## src/rtl/spg_pkg.sv

```systemverilog
// Shared types, constants and constant tables of the STFT power spectrogram block.
package spg_pkg;

  // Frame geometry
  localparam int FrameLen = 64;
  localparam int SampleW  = 16;
  localparam int HopLen   = FrameLen - FrameLen / 2;
  localparam int NumBins  = FrameLen / 2 + 1;
  localparam int IdxW     = $clog2(FrameLen);
  localparam int BinW     = 6;
  localparam int PowerW   = 43;

  // Sample memory holds two frames so new samples land outside the frame in work
  localparam int MemDepth = 2 * FrameLen;
  localparam int PtrW     = $clog2(MemDepth);
  localparam int FillW    = $clog2(FrameLen + 1);
  localparam int HopW     = $clog2(HopLen + 1);

  // Datapath widths
  localparam int WinW = 16;
  localparam int TwW  = 16;
  localparam int P1W  = SampleW + WinW + 1;
  localparam int XW   = SampleW + 2;
  localparam int PrW  = XW + TwW;
  localparam int AccW = 48;
  localparam int ReW  = 23;
  localparam int SqW  = 2 * ReW;
  localparam logic [PowerW-1:0] PowerMax = PowerW'(1) << 42;

  // Table generation constants (Q2.30)
  localparam longint Q30One = 64'sd1073741824;
  localparam longint Pi4Q30 = 64'sd843314857;
  localparam int     WinDiv = FrameLen - 1;

  typedef struct packed {
    logic signed [SampleW-1:0] sample;
    logic                      restart;
  } in_item_t;

  typedef struct packed {
    logic [BinW-1:0]   bin;
    logic [PowerW-1:0] power;
    logic              last_bin;
  } out_item_t;

  typedef struct packed {
    logic                      en;
    logic [PtrW-1:0]           addr;
    logic signed [SampleW-1:0] data;
  } mem_wr_t;

  typedef struct packed {
    logic            full;
    logic            empty;
    logic [PtrW-1:0] head;
  } q_stat_t;

  typedef enum logic [2:0] {
    BK_IDLE,
    BK_RUN,
    BK_DRAIN,
    BK_FIN1,
    BK_FIN2,
    BK_OUT
  } back_state_t;

  // cos and sin pair, Q2.30
  typedef struct packed {
    longint c;
    longint s;
  } cs_pair_t;

  typedef logic [WinW-1:0]       win_tab_t [FrameLen];
  typedef logic signed [TwW-1:0] tw_tab_t  [FrameLen];

  // truncating division by shift and subtract, for table generation
  function automatic longint qdiv(input longint n, input longint d);
    longint unsigned un, ud, q, rem;
    un  = (n < 0) ? 64'(-n) : 64'(n);
    ud  = (d < 0) ? 64'(-d) : 64'(d);
    q   = '0;
    rem = '0;
    for (int b = 63; b >= 0; b--) begin
      rem = {rem[62:0], un[b]};
      if (rem >= ud) begin
        rem  = rem - ud;
        q[b] = 1'b1;
      end
    end
    return ((n < 0) != (d < 0)) ? -longint'(q) : longint'(q);
  endfunction

  function automatic longint qrem(input longint n, input longint d);
    return n - qdiv(n, d) * d;
  endfunction

  // cos and sin (Q2.30) of phi in [0, pi/4] by Taylor series
  function automatic cs_pair_t taylor(input longint phi);
    longint   x2, tc, ts;
    cs_pair_t res;
    x2 = (phi * phi) / Q30One;
    tc = Q30One;
    ts = phi;
    res.c = 0;
    res.s = 0;
    for (int k = 1; k <= 10; k++) begin
      res.c += tc;
      res.s += ts;
      tc = -qdiv((tc * x2) / Q30One, longint'((2 * k - 1) * (2 * k)));
      ts = -qdiv((ts * x2) / Q30One, longint'((2 * k) * (2 * k + 1)));
    end
    return res;
  endfunction

  // unfold the first-octant result to the full circle
  function automatic cs_pair_t oct_map(input int unsigned oct, input cs_pair_t v);
    cs_pair_t m;
    unique case (oct % 8)
      0: begin m.c = v.c;  m.s = v.s;  end
      1: begin m.c = v.s;  m.s = v.c;  end
      2: begin m.c = -v.s; m.s = v.c;  end
      3: begin m.c = -v.c; m.s = v.s;  end
      4: begin m.c = -v.c; m.s = -v.s; end
      5: begin m.c = -v.s; m.s = -v.c; end
      6: begin m.c = v.s;  m.s = -v.c; end
      default: begin m.c = v.c; m.s = -v.s; end
    endcase
    return m;
  endfunction

  // Hamming coefficient, unsigned Q0.16
  function automatic logic [WinW-1:0] win_coef(input int unsigned i);
    int unsigned t, oct, r, a;
    longint      phi, w;
    cs_pair_t    cs;
    t   = 32'(qrem(longint'(i), WinDiv));
    oct = 32'(qdiv(longint'(8 * t), WinDiv));
    r   = 8 * t - oct * WinDiv;
    a   = (oct % 2 == 1) ? (WinDiv - r) : r;
    phi = qdiv(longint'(a) * Pi4Q30, WinDiv);
    cs  = oct_map(oct, taylor(phi));
    w = qdiv(54 * Q30One - 46 * cs.c + 50 * 64'sd16384, 100 * 64'sd16384);
    if (w > 65535) w = 65535;
    if (w < 0) w = 0;
    return WinW'(w);
  endfunction

  // Q2.30 to rounded, saturated Q1.15
  function automatic logic signed [TwW-1:0] to_q15(input longint v);
    longint r;
    r = (v + Q30One + 16384) / 32768 - 32768;
    if (r > 32767) r = 32767;
    if (r < -32768) r = -32768;
    return TwW'(r);
  endfunction

  // twiddle cosine or sine of 2 pi i / FrameLen
  function automatic logic signed [TwW-1:0] tw_coef(input int unsigned i, input bit want_sin);
    int unsigned t, oct, r, a;
    longint      phi;
    cs_pair_t    cs;
    t   = i % FrameLen;
    oct = (8 * t) / FrameLen;
    r   = 8 * t - oct * FrameLen;
    a   = (oct % 2 == 1) ? (FrameLen - r) : r;
    phi = (longint'(a) * Pi4Q30) / FrameLen;
    cs  = oct_map(oct, taylor(phi));
    return want_sin ? to_q15(cs.s) : to_q15(cs.c);
  endfunction

  function automatic win_tab_t build_win();
    win_tab_t tab;
    for (int i = 0; i < FrameLen; i++) tab[i] = win_coef(i);
    return tab;
  endfunction

  function automatic tw_tab_t build_tw(input bit want_sin);
    tw_tab_t tab;
    for (int i = 0; i < FrameLen; i++) tab[i] = tw_coef(i, want_sin);
    return tab;
  endfunction

  localparam win_tab_t WinRom = build_win();
  localparam tw_tab_t  TwCos  = build_tw(1'b0);
  localparam tw_tab_t  TwSin  = build_tw(1'b1);

endpackage

```

## src/rtl/spg_front.sv

```systemverilog
// Front end: takes samples, tracks frame fill and hop, posts finished frames.
module spg_front import spg_pkg::*; (
  input  logic            clk,
  input  logic            rst_n,
  input  logic            in_valid,
  output logic            in_stall,
  input  in_item_t        in_item,
  input  q_stat_t         q_stat,
  output logic            push,
  output logic [PtrW-1:0] push_ptr,
  output mem_wr_t         mem_wr
);

  logic [FillW-1:0] fill_r, fill_nxt, fill_base;
  logic [HopW-1:0]  hop_r, hop_nxt, hop_base;
  logic [PtrW-1:0]  wptr_r, slot_gap;
  logic             accept, emit;

  // hold off while the queue is full or the write slot belongs to the oldest frame in work
  assign slot_gap = wptr_r - q_stat.head;
  assign in_stall = q_stat.full | (~q_stat.empty & slot_gap[PtrW-1]);
  assign accept   = in_valid & ~in_stall;

  // fill and hop bookkeeping
  always_comb begin
    fill_base = in_item.restart ? '0 : fill_r;
    hop_base  = in_item.restart ? '0 : hop_r;
    emit      = 1'b0;
    fill_nxt  = fill_base;
    hop_nxt   = hop_base;
    if (fill_base < FillW'(FrameLen)) begin
      fill_nxt = fill_base + 1'b1;
      if (fill_nxt == FillW'(FrameLen)) begin
        emit    = 1'b1;
        hop_nxt = '0;
      end
    end else begin
      hop_nxt = hop_base + 1'b1;
      if (hop_nxt >= HopW'(HopLen)) begin
        emit    = 1'b1;
        hop_nxt = '0;
      end
    end
  end

  assign push        = accept & emit;
  assign push_ptr    = wptr_r + 1'b1;
  assign mem_wr.en   = accept;
  assign mem_wr.addr = wptr_r;
  assign mem_wr.data = in_item.sample;

  always_ff @(posedge clk) begin
    if (!rst_n) begin
      fill_r <= '0;
      hop_r  <= '0;
      wptr_r <= '0;
    end else if (accept) begin
      fill_r <= fill_nxt;
      hop_r  <= hop_nxt;
      wptr_r <= wptr_r + 1'b1;
    end
  end

endmodule

```

## config.mk

```make
export PLATFORM = sky130hd
export DESIGN_NAME = spg_front
export DESIGN_NICKNAME = d
export VERILOG_FILES = /design/src/rtl/spg_pkg.sv /design/src/rtl/spg_front.sv
export SDC_FILE = /design/constraint.sdc
export NUM_CORES = 1
export LEC_CHECK = 0
export BUFFER_PORTS_ARGS = -buffer_cell sky130_fd_sc_hd__buf_2
export CAP_MARGIN = 30
export CORE_ASPECT_RATIO = 1.2
export CORE_UTILIZATION = 51
export DETAILED_ROUTE_END_ITERATION = 6
export PLACE_DENSITY = 0.85
export SETUP_SLACK_MARGIN = 0.02
export SLEW_MARGIN = 20
export SYNTH_ARGS = -nofsm -noshare
export SYNTH_HDL_FRONTEND = slang
export SYNTH_SLANG_ARGS = --single-unit
```

## constraint.sdc

```tcl
create_clock -name clk -period 4.35 [get_ports clk]
set_input_delay 0.2175 -clock clk [delete_from_list [all_inputs] [get_ports clk]]
set_output_delay 0.2175 -clock clk [all_outputs]
set_load 0.05 [all_outputs]
```

==> flow_summary.ini <==
[floorplanning]
die_area_mm2 = 0.00310
die_w_um = 51.0
io_pins = 62
design.core.area_mm2 = 0.00276
fp.dieH_um = 60.8
initial_core_util_pct = 53.3
rows = 21

[clock_network]
post_cts_resized = 0
postCtsHoldBufs = 0
clkLatencyLatePin_ps = 310
clock-sinks = 20
cts_root_buffer = clkbuf_4
cts_buffers = 3
clk_pin_slew_ps = 120
htreeDepth = 1
cts_max_path_buffers = 2
cts_tree = done
post-cts-setup-buffer-count = 0

[sta]
fin_crit_sh_pct = 68.4
skew_ps = 10.6
fmax_mhz = 336
drv_slew = 0
slew_headroom_pct = 61.9
hold_viol = 0
rsz0062_at_grt = false
setup_tns_ps = 0
holdWs_ps = 282
tightest_slew_ps = 572
setup_violations = 0
fin_crit_ps = 2970

[layout]
post-route-util_pct = 56.1
antenna_cells = 0
layout-drive-gt1-share_pct = 19.8
syn2layout_area_growth_pct = 5.27
fin_nets = 237

[routing]
wl_per_cell_um = 11.9
totalWireLength_um = 2750
antenna_left = 0
vias_per_cell = 5.40
first_pass_iters = 4
drcViolationCount = 0
first_iter_violations = 51
route.vias.total = 1247

[global_routing]
grt_use_total_pct = 18.1
grt_max_degree = 23
gr-total-overflow = 0
grt_pass1_vias = 1048
grt_pass1_wl_um = 4320
grt_antenna_before_repair = 0

[setup_path]
rr_endpoint = fill_r[1]
cp_data_arrival_time_ps = 2760
critPathKind = flop to output port
r2r_setup_slack_ps = 1710
reg2reg_depth = 8
start_kind = flop
crit_path_max_fanout = 22
cp.required_ps = 4130
reg2reg_from = wptr_r[3]
endpoint_kind = output port

[worst_hold_path]
hold_path.startpoint = rst_n
hold_path_end = fill_r[4]
whs_path_depth = 3
hold_path.class = input port to flop

[place]
io_buffers = 29
post-dp-hpwl_um = 2090
gp_congestion = 0.741

[synth]
yosys-top-cells-area = dfxtp_1 27%, buf_4 9.2%, ha_1 8.5%
ys_async_sr_fraction_pct = 0
synth_top_area_share_pct = 27.2
ys_seq_elements = 20
synth_area_mm2 = 0.00147
synth_edf_count = 0
syn_inst = 187
yosysWarnings = 0
ys_types = 36
synthTopCellsByCount = 20 x dfxtp_1, 20 x nand2_1, 18 x buf_4
yosys.area.top_type = dfxtp_1
ys.flop_type = dfxtp_1
yosysSeqAreaShare_pct = 27.2
synth_nets = 226
postSynthAreaPerCell_um2 = 7.87

[pwr]
powerDensity_mw_per_mm2 = 254
leakage_nw = 0.706
peakVddDrop_mv = 0.174

[flow_run]
maxCapViolCount = 0

[outcome]
status = complete, no violations
## final cells by class
class | count | area [um^2]
inverters | 12 | 45.0
clock inverters | 1 | 30.0
clock buffers | 3 | 22.5
flip-flops and latches | 20 | 400
well taps | 34 | 42.5
repair buffers | 29 | 145
fillers | 284 | 1210
multi-input cells | 132 | 863
## routing by layer
layer  vias to the layer above  GRT usage [%]  routed length, um
met5                         -              0                  0
met4                         0           6.35                 19
met3                         6           3.76                160
met2                        43           32.1               1350
met1                       553           21.5               1230
li1                        645              -                  -
## through the flow
stage	setup WS, ps	instance area (um^2)	cells	total power [mW]
after floorplan	1350	1470	187	0.272
after global placement	1880	1500	227	0.243
after detailed placement	1760	1500	227	0.244
after CTS	1420	1550	231	0.396
after global routing	1160	1550	231	0.407
final	1380	1550	231	0.393
## sequential cells by signal, indices dropped and copies added, names as in the netlist
name and cells:
hop_r 6, wptr_r 7, fill_r 7
## cell families after synthesis
kind of cell / share of synthesized area (%)
compound gates: 16.9
xor+xnor: 7.14
fa+ha+maj: 8.50
buf+inv: 14.1
flops: 27.2
mux: 2.72
simple gates: 23.4
## where the power goes
group	leakage [nW]	internal (mW)	switching, mW
Clock	0.0279	0.0932	0.0599
Sequential	0.162	0.185	0.00302
Combinational	0.516	0.0160	0.0356
Total	0.706	0.295	0.0985
## worst max-delay path by stage
stage | startpoint | end | cells past startpoint
2_1_floorplan | wptr_r[5] | push | 8
3_3_place_gp | wptr_r[3] | mem_wr[23] | 7
3_5_place_dp | wptr_r[3] | fill_r[3] | 8
4_1_cts | wptr_r[3] | mem_wr[23] | 7
5_1_grt | wptr_r[5] | mem_wr[23] | 7
6_report | wptr_r[3] | mem_wr[23] | 7
## critical path: stages, from the launching register on
cell	delay [ps]
dfxtp_1	460
ha_1	280
a21oi_1	150
o21ai_0	130
a211oi_1	310
a211o_1	530
inv_1	300
buf_2	290
## cell usage in the layout, fill, tap and decap left out
cell type  count
xnor2_1        8
a211oi_1       2
or2_2          4
mux2i_1        4
nor2b_1        6
or3b_2         1
nor3_1         3
ha_1          10
nand2b_1       4
o211ai_1       3
xor2_1         4
a21o_1         3
and4b_1        1
a21oi_1       14
clkbuf_4       3
or2_1          1
nand3_1        7
and2_0         1
inv_1         12
a31o_2         1
o32a_1         1
o2111ai_1      1
a211o_1        2
nand3b_1       1
bufinv_16      1
o2111a_1       1
o22ai_1        3
nor2_1         8
buf_2         29
and3_1         4
o21ai_0        7
dfxtp_1       20
or3_1          6
nand2_1       20
a311oi_1       1
Note: power is estimated with default switching activity, not from simulation.
