### src/rtl/spg_pkg.sv
// Shared types, constants and constant tables of the STFT power spectrogram block.
package spg_pkg;

  // Frame geometry
  localparam int FrameLen = 64;
  localparam int SampleW  = 16;
  localparam int HopLen   = FrameLen - FrameLen / 2;
  localparam int NumBins  = FrameLen / 2 + 1;
  localparam int IdxW     = $clog2(FrameLen);
  localparam int BinW     = 6;
  localparam int PowerW   = 43;

  // Sample memory holds two frames so new samples land outside the frame in work
  localparam int MemDepth = 2 * FrameLen;
  localparam int PtrW     = $clog2(MemDepth);
  localparam int FillW    = $clog2(FrameLen + 1);
  localparam int HopW     = $clog2(HopLen + 1);

  // Datapath widths
  localparam int WinW = 16;
  localparam int TwW  = 16;
  localparam int P1W  = SampleW + WinW + 1;
  localparam int XW   = SampleW + 2;
  localparam int PrW  = XW + TwW;
  localparam int AccW = 48;
  localparam int ReW  = 23;
  localparam int SqW  = 2 * ReW;
  localparam logic [PowerW-1:0] PowerMax = PowerW'(1) << 42;

  // Table generation constants (Q2.30)
  localparam longint Q30One = 64'sd1073741824;
  localparam longint Pi4Q30 = 64'sd843314857;
  localparam int     WinDiv = FrameLen - 1;

  typedef struct packed {
    logic signed [SampleW-1:0] sample;
    logic                      restart;
  } in_item_t;

  typedef struct packed {
    logic [BinW-1:0]   bin;
    logic [PowerW-1:0] power;
    logic              last_bin;
  } out_item_t;

  typedef struct packed {
    logic                      en;
    logic [PtrW-1:0]           addr;
    logic signed [SampleW-1:0] data;
  } mem_wr_t;

  typedef struct packed {
    logic            full;
    logic            empty;
    logic [PtrW-1:0] head;
  } q_stat_t;

  typedef enum logic [2:0] {
    BK_IDLE,
    BK_RUN,
    BK_DRAIN,
    BK_FIN1,
    BK_FIN2,
    BK_OUT
  } back_state_t;

  // cos and sin pair, Q2.30
  typedef struct packed {
    longint c;
    longint s;
  } cs_pair_t;

  typedef logic [WinW-1:0]       win_tab_t [FrameLen];
  typedef logic signed [TwW-1:0] tw_tab_t  [FrameLen];

  // truncating division by shift and subtract, for table generation
  function automatic longint qdiv(input longint n, input longint d);
    longint unsigned un, ud, q, rem;
    un  = (n < 0) ? 64'(-n) : 64'(n);
    ud  = (d < 0) ? 64'(-d) : 64'(d);
    q   = '0;
    rem = '0;
    for (int b = 63; b >= 0; b--) begin
      rem = {rem[62:0], un[b]};
      if (rem >= ud) begin
        rem  = rem - ud;
        q[b] = 1'b1;
      end
    end
    return ((n < 0) != (d < 0)) ? -longint'(q) : longint'(q);
  endfunction

  function automatic longint qrem(input longint n, input longint d);
    return n - qdiv(n, d) * d;
  endfunction

  // cos and sin (Q2.30) of phi in [0, pi/4] by Taylor series
  function automatic cs_pair_t taylor(input longint phi);
    longint   x2, tc, ts;
    cs_pair_t res;
    x2 = (phi * phi) / Q30One;
    tc = Q30One;
    ts = phi;
    res.c = 0;
    res.s = 0;
    for (int k = 1; k <= 10; k++) begin
      res.c += tc;
      res.s += ts;
      tc = -qdiv((tc * x2) / Q30One, longint'((2 * k - 1) * (2 * k)));
      ts = -qdiv((ts * x2) / Q30One, longint'((2 * k) * (2 * k + 1)));
    end
    return res;
  endfunction

  // unfold the first-octant result to the full circle
  function automatic cs_pair_t oct_map(input int unsigned oct, input cs_pair_t v);
    cs_pair_t m;
    unique case (oct % 8)
      0: begin m.c = v.c;  m.s = v.s;  end
      1: begin m.c = v.s;  m.s = v.c;  end
      2: begin m.c = -v.s; m.s = v.c;  end
      3: begin m.c = -v.c; m.s = v.s;  end
      4: begin m.c = -v.c; m.s = -v.s; end
      5: begin m.c = -v.s; m.s = -v.c; end
      6: begin m.c = v.s;  m.s = -v.c; end
      default: begin m.c = v.c; m.s = -v.s; end
    endcase
    return m;
  endfunction

  // Hamming coefficient, unsigned Q0.16
  function automatic logic [WinW-1:0] win_coef(input int unsigned i);
    int unsigned t, oct, r, a;
    longint      phi, w;
    cs_pair_t    cs;
    t   = 32'(qrem(longint'(i), WinDiv));
    oct = 32'(qdiv(longint'(8 * t), WinDiv));
    r   = 8 * t - oct * WinDiv;
    a   = (oct % 2 == 1) ? (WinDiv - r) : r;
    phi = qdiv(longint'(a) * Pi4Q30, WinDiv);
    cs  = oct_map(oct, taylor(phi));
    w = qdiv(54 * Q30One - 46 * cs.c + 50 * 64'sd16384, 100 * 64'sd16384);
    if (w > 65535) w = 65535;
    if (w < 0) w = 0;
    return WinW'(w);
  endfunction

  // Q2.30 to rounded, saturated Q1.15
  function automatic logic signed [TwW-1:0] to_q15(input longint v);
    longint r;
    r = (v + Q30One + 16384) / 32768 - 32768;
    if (r > 32767) r = 32767;
    if (r < -32768) r = -32768;
    return TwW'(r);
  endfunction

  // twiddle cosine or sine of 2 pi i / FrameLen
  function automatic logic signed [TwW-1:0] tw_coef(input int unsigned i, input bit want_sin);
    int unsigned t, oct, r, a;
    longint      phi;
    cs_pair_t    cs;
    t   = i % FrameLen;
    oct = (8 * t) / FrameLen;
    r   = 8 * t - oct * FrameLen;
    a   = (oct % 2 == 1) ? (FrameLen - r) : r;
    phi = (longint'(a) * Pi4Q30) / FrameLen;
    cs  = oct_map(oct, taylor(phi));
    return want_sin ? to_q15(cs.s) : to_q15(cs.c);
  endfunction

  function automatic win_tab_t build_win();
    win_tab_t tab;
    for (int i = 0; i < FrameLen; i++) tab[i] = win_coef(i);
    return tab;
  endfunction

  function automatic tw_tab_t build_tw(input bit want_sin);
    tw_tab_t tab;
    for (int i = 0; i < FrameLen; i++) tab[i] = tw_coef(i, want_sin);
    return tab;
  endfunction

  localparam win_tab_t WinRom = build_win();
  localparam tw_tab_t  TwCos  = build_tw(1'b0);
  localparam tw_tab_t  TwSin  = build_tw(1'b1);

endpackage

### src/rtl/spg_queue.sv
// Two-entry queue of frame end pointers between front and back ends.
module spg_queue import spg_pkg::*; (
  input  logic            clk,
  input  logic            rst_n,
  input  logic            push,
  input  logic [PtrW-1:0] push_ptr,
  input  logic            pop,
  output q_stat_t         q_stat
);

  logic [PtrW-1:0] ent_r [2];
  logic            rd_r, wr_r;
  logic [1:0]      cnt_r;

  assign q_stat.full  = (cnt_r == 2'd2);
  assign q_stat.empty = (cnt_r == 2'd0);
  assign q_stat.head  = ent_r[rd_r];

  always_ff @(posedge clk) begin
    if (push) ent_r[wr_r] <= push_ptr;
  end

  always_ff @(posedge clk) begin
    if (!rst_n) begin
      rd_r  <= 1'b0;
      wr_r  <= 1'b0;
      cnt_r <= 2'd0;
    end else begin
      if (push) wr_r <= ~wr_r;
      if (pop)  rd_r <= ~rd_r;
      cnt_r <= cnt_r + {1'b0, push} - {1'b0, pop};
    end
  end

endmodule

### config.mk
export PLATFORM = sky130hd
export DESIGN_NAME = spg_queue
export DESIGN_NICKNAME = d
export VERILOG_FILES = /design/src/rtl/spg_pkg.sv /design/src/rtl/spg_queue.sv
export SDC_FILE = /design/constraint.sdc
export NUM_CORES = 1
export LEC_CHECK = 0
export BUFFER_PORTS_ARGS = -buffer_cell sky130_fd_sc_hd__buf_2
export CAP_MARGIN = 20
export CORE_MARGIN = 2
export CORE_UTILIZATION = 48
export DETAILED_ROUTE_END_ITERATION = 8
export GPL_TIMING_DRIVEN = 0
export MAX_ROUTING_LAYER = met4
export PLACE_DENSITY_LB_ADDON = 0.1
export SLEW_MARGIN = 20
export SYNTH_ARGS = -nofsm -noshare
export SYNTH_HDL_FRONTEND = slang
export SYNTH_SLANG_ARGS = --single-unit
### constraint.sdc
create_clock -name clk -period 1.45 [get_ports clk]
set_input_delay 0.29 -clock clk [delete_from_list [all_inputs] [get_ports clk]]
set_output_delay 0.29 -clock clk [all_outputs]
set_load 0.02 [all_outputs]
==> run_results.csv, run 1 <==
group,metric,value,unit
timing,finalSetupTns,-0.1953,ns
place,placed_cells,78,
place,pre_cts_ws,0.03466,ns
timing,drv_slew,0,
place,dp_hpwl,728.2,um
worst_setup_path,crit_fanout,7,
worst_setup_path,path_cells,"buf_8, mux2_4, buf_6",
yosys,yosysSeqAreaShare,0.7136,
worst_setup_path,crit_arrival,1.19,ns
worst_setup_path,worst-path-stages,3,
worst_setup_path,cp.required,1.16,ns
hold_path,min_path_type,"in2reg",
routing,wirelength,1.017,mm
clock_tree,cts_max_level,1,
routing,route.detailed.drc,0,
routing,routedWlPerCell,12.40,um
floorplan,io_pins,20,
yosys,syn_avg_cell_area,16.96,um^2
yosys,netlist_area,729.5,um^2
yosys,ys_types,12,
timing,postLayoutSetupSlackWorst,-0.03191,ns
worst_setup_path,reg2reg_depth,1,
routing,detail-route-antenna-nets,0,
grt,grt_max_degree,11,
worst_setup_path,crit_path_end,"q_stat[5]",
floorplan,die_height,42.99,um
yosys,yosysWarningCount,0,
run_status,outcome,"complete, but fails checks",
yosys,ys_seq_elements,19,
clock_tree,postCtsHoldBufs,0,
layout,layout_commonest_cell,"edfxtp_1",
layout,antenna_cells,0,
layout,fin_nets,80,
floorplan,floorplan.initialDensity,0.4957,
yosys,yosys.area.top_type_share,0.5763,
floorplan,fp.coreArea,0.001471,mm^2
routing,drtIter0Drc,2,
yosys,synth_area_leader_cell,"edfxtp_1",
clock_tree,clkLatencyLatePin,0.29,ns
power,power_density,1211,mW/mm^2
timing,rsz0062_at_grt,"yes",
yosys,syn_inst,43,
worst_setup_path,critPathKind,"reg2out",
clock_tree,clock_path_buffers,2,
worst_setup_path,cp_top_family,"flip-flops",
worst_setup_path,critical_path.max_stage_delay,0.34,ns
clock_tree,post_cts_buffers,0,
place,portBuffers,19,
timing,setup_viol_count_final,7,
grt,grt_pass1_vias,376,
worst_setup_path,path_buf_inv,2,
routing,vias,393,
timing,hold_viol,0,
timing,finClkSkew,0.008888,ns
layout,fin_cells,82,
layout,drive_gt1_frac,0.4697,
worst_setup_path,crit_slowest_cell,"dfxtp_2",
clock_tree,cts_sinks,19,
layout,fillers,110,
flow_run,drv_cap,0,
worst_setup_path,cp-start-kind,"flop",
timing,fmax,674.8,MHz
timing,worst_pin_slew,0.7014,ns
routing,dr.pass1.iters,2,
worst_setup_path,regToRegSetupSlack,0.20,ns
grt,antenna_found_initial,0,
place,globalplace.congestion,0.6036,
worst_setup_path,reg2reg_to,"ent_r[0][1]$_DFFE_PP_",
clock_tree,cts_tree,"built",
grt,overflow,0,
timing,final.period_utilization,1.022,
clock_tree,cts_root_buf,"clkbuf_4",
routing,vias_per_cell,4.793,
run_status,violations,"negative setup slack",
layout,syn_to_final_growth,30.53,%
grt,grt_usage,0.1243,
layout,mostFrequentLayoutCells,"edfxtp_1 (14), buf_2 (12), mux2_4 (7), buf_6 (7)",
clock_tree,path_clk_slew,0.10,ns
worst_setup_path,r2r-start,"wr_r$_SDFFE_PN0P_",
timing,slew-limit-headroom,0.5314,
grt,grt_pass1_wl,1.531,mm
clock_tree,cts_resized,24,
yosys,syn-num-nets,56,
power,peakVddDrop,0.0006474,V
timing,period_minus_slack,1.482,ns
floorplan,fp.dieW,42.99,um
power,leakage,0.4039,nW
worst_setup_path,critPathCaptureType,"output pin",
floorplan,rows,14,
clock_tree,numCtsBuffers,3,
floorplan,dieArea,0.001848,mm^2
yosys,synth_area_leaders,"edfxtp_1 (58%), dfxtp_1 (14%), mux2_2 (11%)",
layout make-up:
class / instances / area (um^2) / share of cell area
multi-input cells: 21 / 222.7 / 0.2339
plain buffers: 1 / 15.01 / 0.01577
inverters: 2 / 7.507 / 0.007884
repair buffers: 19 / 138.9 / 0.1459
well taps: 16 / 20.02 / 0.02102
clock buffers: 4 / 26.28 / 0.02760
flip-flops and latches: 19 / 521.8 / 0.5480
per-layer routing:
metal | track usage | routed length (um) | vias to the layer above
met4 | 0.09091 | 0 | 0
met3 | 0.02553 | 45 | 0
met2 | 0.2152 | 568 | 10
met5 | - | 0 | -
li1 | - | - | 197
met1 | 0.1207 | 402 | 186
per-stage QoR:
stage | hold WS (ns) | area, um^2 | total power [mW] | util
final | 0.1813 | 952.2 | 1.153 | 0.6471
after global routing | 0.1727 | 952.2 | 1.207 | 0.6471
after CTS | 0.1721 | 948.4 | 1.166 | 0.6446
after detailed placement | 0.4822 | 844.6 | 0.8679 | 0.5740
after global placement | 0.4791 | 844.6 | 0.8606 | 0.5740
after floorplan | 0.3889 | 729.5 | 0.8001 | -
worst min-delay path by stage:
| stage | slack (ns) | from | endpoint | depth (start not counted) |
|---|---|---|---|---|
| 2_1_floorplan | 0.39 | push_ptr[0] | ent_r[0][0]$_DFFE_PP_ | 0 |
| 3_3_place_gp | 0.48 | push_ptr[1] | ent_r[1][1]$_DFFE_PP_ | 1 |
| 3_5_place_dp | 0.48 | push_ptr[5] | ent_r[0][5]$_DFFE_PP_ | 1 |
| 4_1_cts | 0.17 | push_ptr[5] | ent_r[1][5]$_DFFE_PP_ | 1 |
| 5_1_grt | 0.17 | push_ptr[5] | ent_r[0][5]$_DFFE_PP_ | 1 |
| 6_report | 0.18 | push_ptr[0] | ent_r[0][0]$_DFFE_PP_ | 1 |
power breakdown:
part / internal, mW / total (mW) / switching [mW]
logic: 0.142 / 0.257 / 0.115
clock network: 0.107 / 0.250 / 0.143
registers: 0.627 / 0.646 / 0.0194
cell usage after synthesis, drive strengths merged:
master / number
edfxtp: 14
mux2: 7
dfxtp: 5
and2: 4
nor2b: 4
ha: 2
inv: 2
buf: 1
nor2: 1
o21a: 1
xnor3: 1
xor2: 1
sequential cells by signal, summed over array words and instances (netlist names), named ones only:
register / cells
ent_r: 14
cnt_r: 2
rd_r: 1
wr_r: 1
cell families (layout without fill, tap and decap cells):
family                     Yosys count  in the layout  synth area share
AOI/OAI and AO/OA                    1              1           0.01030
xor gates and xnor gates             2              2           0.04288
adders and majority gates            2              2           0.03430
buffers and inverters                3             26           0.01715
DFF                                 19             19            0.7136
muxes                                7              7            0.1081
and+or+nand+nor                      9              9           0.07374
Note: power is estimated with default switching activity, not from simulation.
==> run 2, diff against run 1 <==
--- a/config.mk
+++ b/config.mk
@@ -14,4 +14,5 @@
 export MAX_ROUTING_LAYER = met4
 export PLACE_DENSITY_LB_ADDON = 0.1
+export SKIP_CTS_REPAIR_TIMING = 1
 export SLEW_MARGIN = 20
 export SYNTH_ARGS = -nofsm -noshare
==> constraint.sdc (replaced) <==
create_clock -name clk -period 1.45 [get_ports clk]
set_input_delay 0.29 -clock clk [delete_from_list [all_inputs] [get_ports clk]]
set_output_delay 0.29 -clock clk [all_outputs]
set_load 0.1 [all_outputs]
==> run_results.csv, run 2 (synthesis results as in run 1) <==
group,metric,value,unit
layout,top_register,"ent_r",
power,clkPwrFrac,0.167,
routing,detail-route-antenna-nets,0,
power,power_density,1396,mW/mm^2
floorplan,rows,14,
routing,routedWlPerCell,12.50,um
layout,final_core_util,0.6981,
worst_setup_path,crit_slowest_cell,"dfxtp_2",
routing,dr.pass1.iters,4,
floorplan,dieArea,0.001848,mm^2
grt,overflow,0,
power,comb_power_share,0.381,
timing,slew-limit-headroom,0.5491,
flow_run,drv_cap,0,
worst_setup_path,cp-start-kind,"flop",
layout,mostFrequentLayoutCells,"edfxtp_1 (14), buf_2 (10), mux2_4 (7), buf_12 (7)",
clock_tree,cts_sinks,19,
floorplan,io_pins,20,
worst_setup_path,path_cells,"buf_8, mux2_4, buf_12",
timing,final.period_utilization,1.052,
timing,drv_slew,0,
layout,fin_nets,80,
layout,antenna_cells,0,
worst_setup_path,critical_path.max_stage_delay,0.34,ns
worst_setup_path,worst-path-stages,3,
timing,worst_pin_slew,0.6750,ns
power,p_int,0.9307,mW
worst_setup_path,path_buf_inv,2,
layout,largest_reg_flops,14,
grt,grt_pass1_vias,390,
routing,drtIter0Drc,5,
routing,wirelength,1.025,mm
worst_setup_path,cp_top_family,"flip-flops",
place,globalplace.congestion,0.6190,
routing,vias_per_cell,4.951,
clock_tree,cts_root_buf,"clkbuf_4",
place,dp_hpwl,704,um
worst_setup_path,regToRegSetupSlack,0.18,ns
timing,postLayoutSetupSlackWorst,-0.07604,ns
clock_tree,cts_tree,"built",
clock_tree,path_clk_slew,0.09,ns
run_status,outcome,"complete, but fails checks",
floorplan,fp.coreArea,0.001471,mm^2
floorplan,die_height,42.99,um
power,swShare,0.3510,
layout,drive_gt1_frac,0.5000,
layout,top_regs,"ent_r x14, cnt_r x2",
grt,grt_pass1_wl,1.552,mm
timing,period_minus_slack,1.526,ns
clock_tree,numCtsBuffers,3,
power,peakVddDrop,0.0009693,V
worst_setup_path,reg2reg_depth,6,
grt,grt_max_degree,11,
clock_tree,clkLatencyLatePin,0.28,ns
worst_setup_path,critPathCaptureType,"output pin",
timing,rsz0062_at_grt,"yes",
timing,setup_viol_count_final,7,
layout,syn_to_final_growth,40.82,%
grt,antenna_found_initial,0,
power,leakage,0.4301,nW
hold_path,min_path_cells,1,
layout,layout_commonest_cell,"edfxtp_1",
run_status,violations,"negative setup slack",
clock_tree,cts_max_level,1,
timing,finClkSkew,0.003576,ns
floorplan,fp.dieW,42.99,um
worst_setup_path,crit_arrival,1.24,ns
grt,grt_usage,0.1231,
timing,fmax,655.3,MHz
floorplan,floorplan.initialDensity,0.4957,
routing,route.detailed.drc,0,
power,power.switching,0.5035,mW
timing,hold_slack,0.1957,ns
power,pwr-share-seq,0.453,
hold_path,min_path_type,"in2reg",
worst_setup_path,crit_fanout,7,
timing,hold_viol,0,
worst_setup_path,cp.required,1.16,ns
routing,vias,406,
worst_setup_path,critPathKind,"reg2out",
clock_tree,clock_path_buffers,2,
place,portBuffers,19,
run 2: power by group through the flow:
stage / clock network [mW] / logic [mW] / registers (mW)
after global placement: 0 / 0.432 / 0.657
after global routing: 0.272 / 0.568 / 0.653
after detailed placement: 0 / 0.432 / 0.658
after CTS: 0.254 / 0.433 / 0.646
after floorplan: 0 / 0.376 / 0.654
final: 0.239 / 0.546 / 0.649
run 2: worst paths after layout:
| path | from | end |
|---|---|---|
| max | flop | q_stat[5] |
| min | push_ptr[5] | ent_r[1][5]$_DFFE_PP_ |
| max reg2reg | cnt_r[0]$_SDFF_PN0_ | cnt_r[1]$_SDFF_PN0_ |
| min reg2reg | rd_r$_SDFFE_PN0P_ | flop |
run 2: metrics by stage:
stage | instances | area [um^2] | setup TNS, ns | setup slack [ns] | total power, mW
after detailed placement | 78 | 849.6 | 0 | 0.03705 | 1.090
after global routing | 82 | 1027 | -0.8091 | -0.1210 | 1.493
after global placement | 78 | 849.6 | 0 | 0.04006 | 1.089
after floorplan | 43 | 734.5 | -0.04649 | -0.04649 | 1.030
after CTS | 82 | 875.8 | -2.053 | -0.2859 | 1.333
final | 82 | 1027 | -0.4999 | -0.07604 | 1.434
run 2: layout make-up:
cell class / count / area, um^2
timing repair buffer: 19 / 209.0
multi-input combinational: 21 / 227.7
tap: 16 / 20.02
sequential: 19 / 521.8
clock buffer: 4 / 26.28
fill: 104 / 444.2
inverter: 2 / 7.507
buffer: 1 / 15.01
run 2: layer usage:
layer	global-route usage	vias to the layer above	routed length [um]	part of all wire
met2	0.2121	12	567	0.55
met5	-	-	0	0
met1	0.1171	193	401	0.39
met3	0.04255	2	46	0.045
li1	-	199	-	-
met4	0.07273	0	10	0.0098
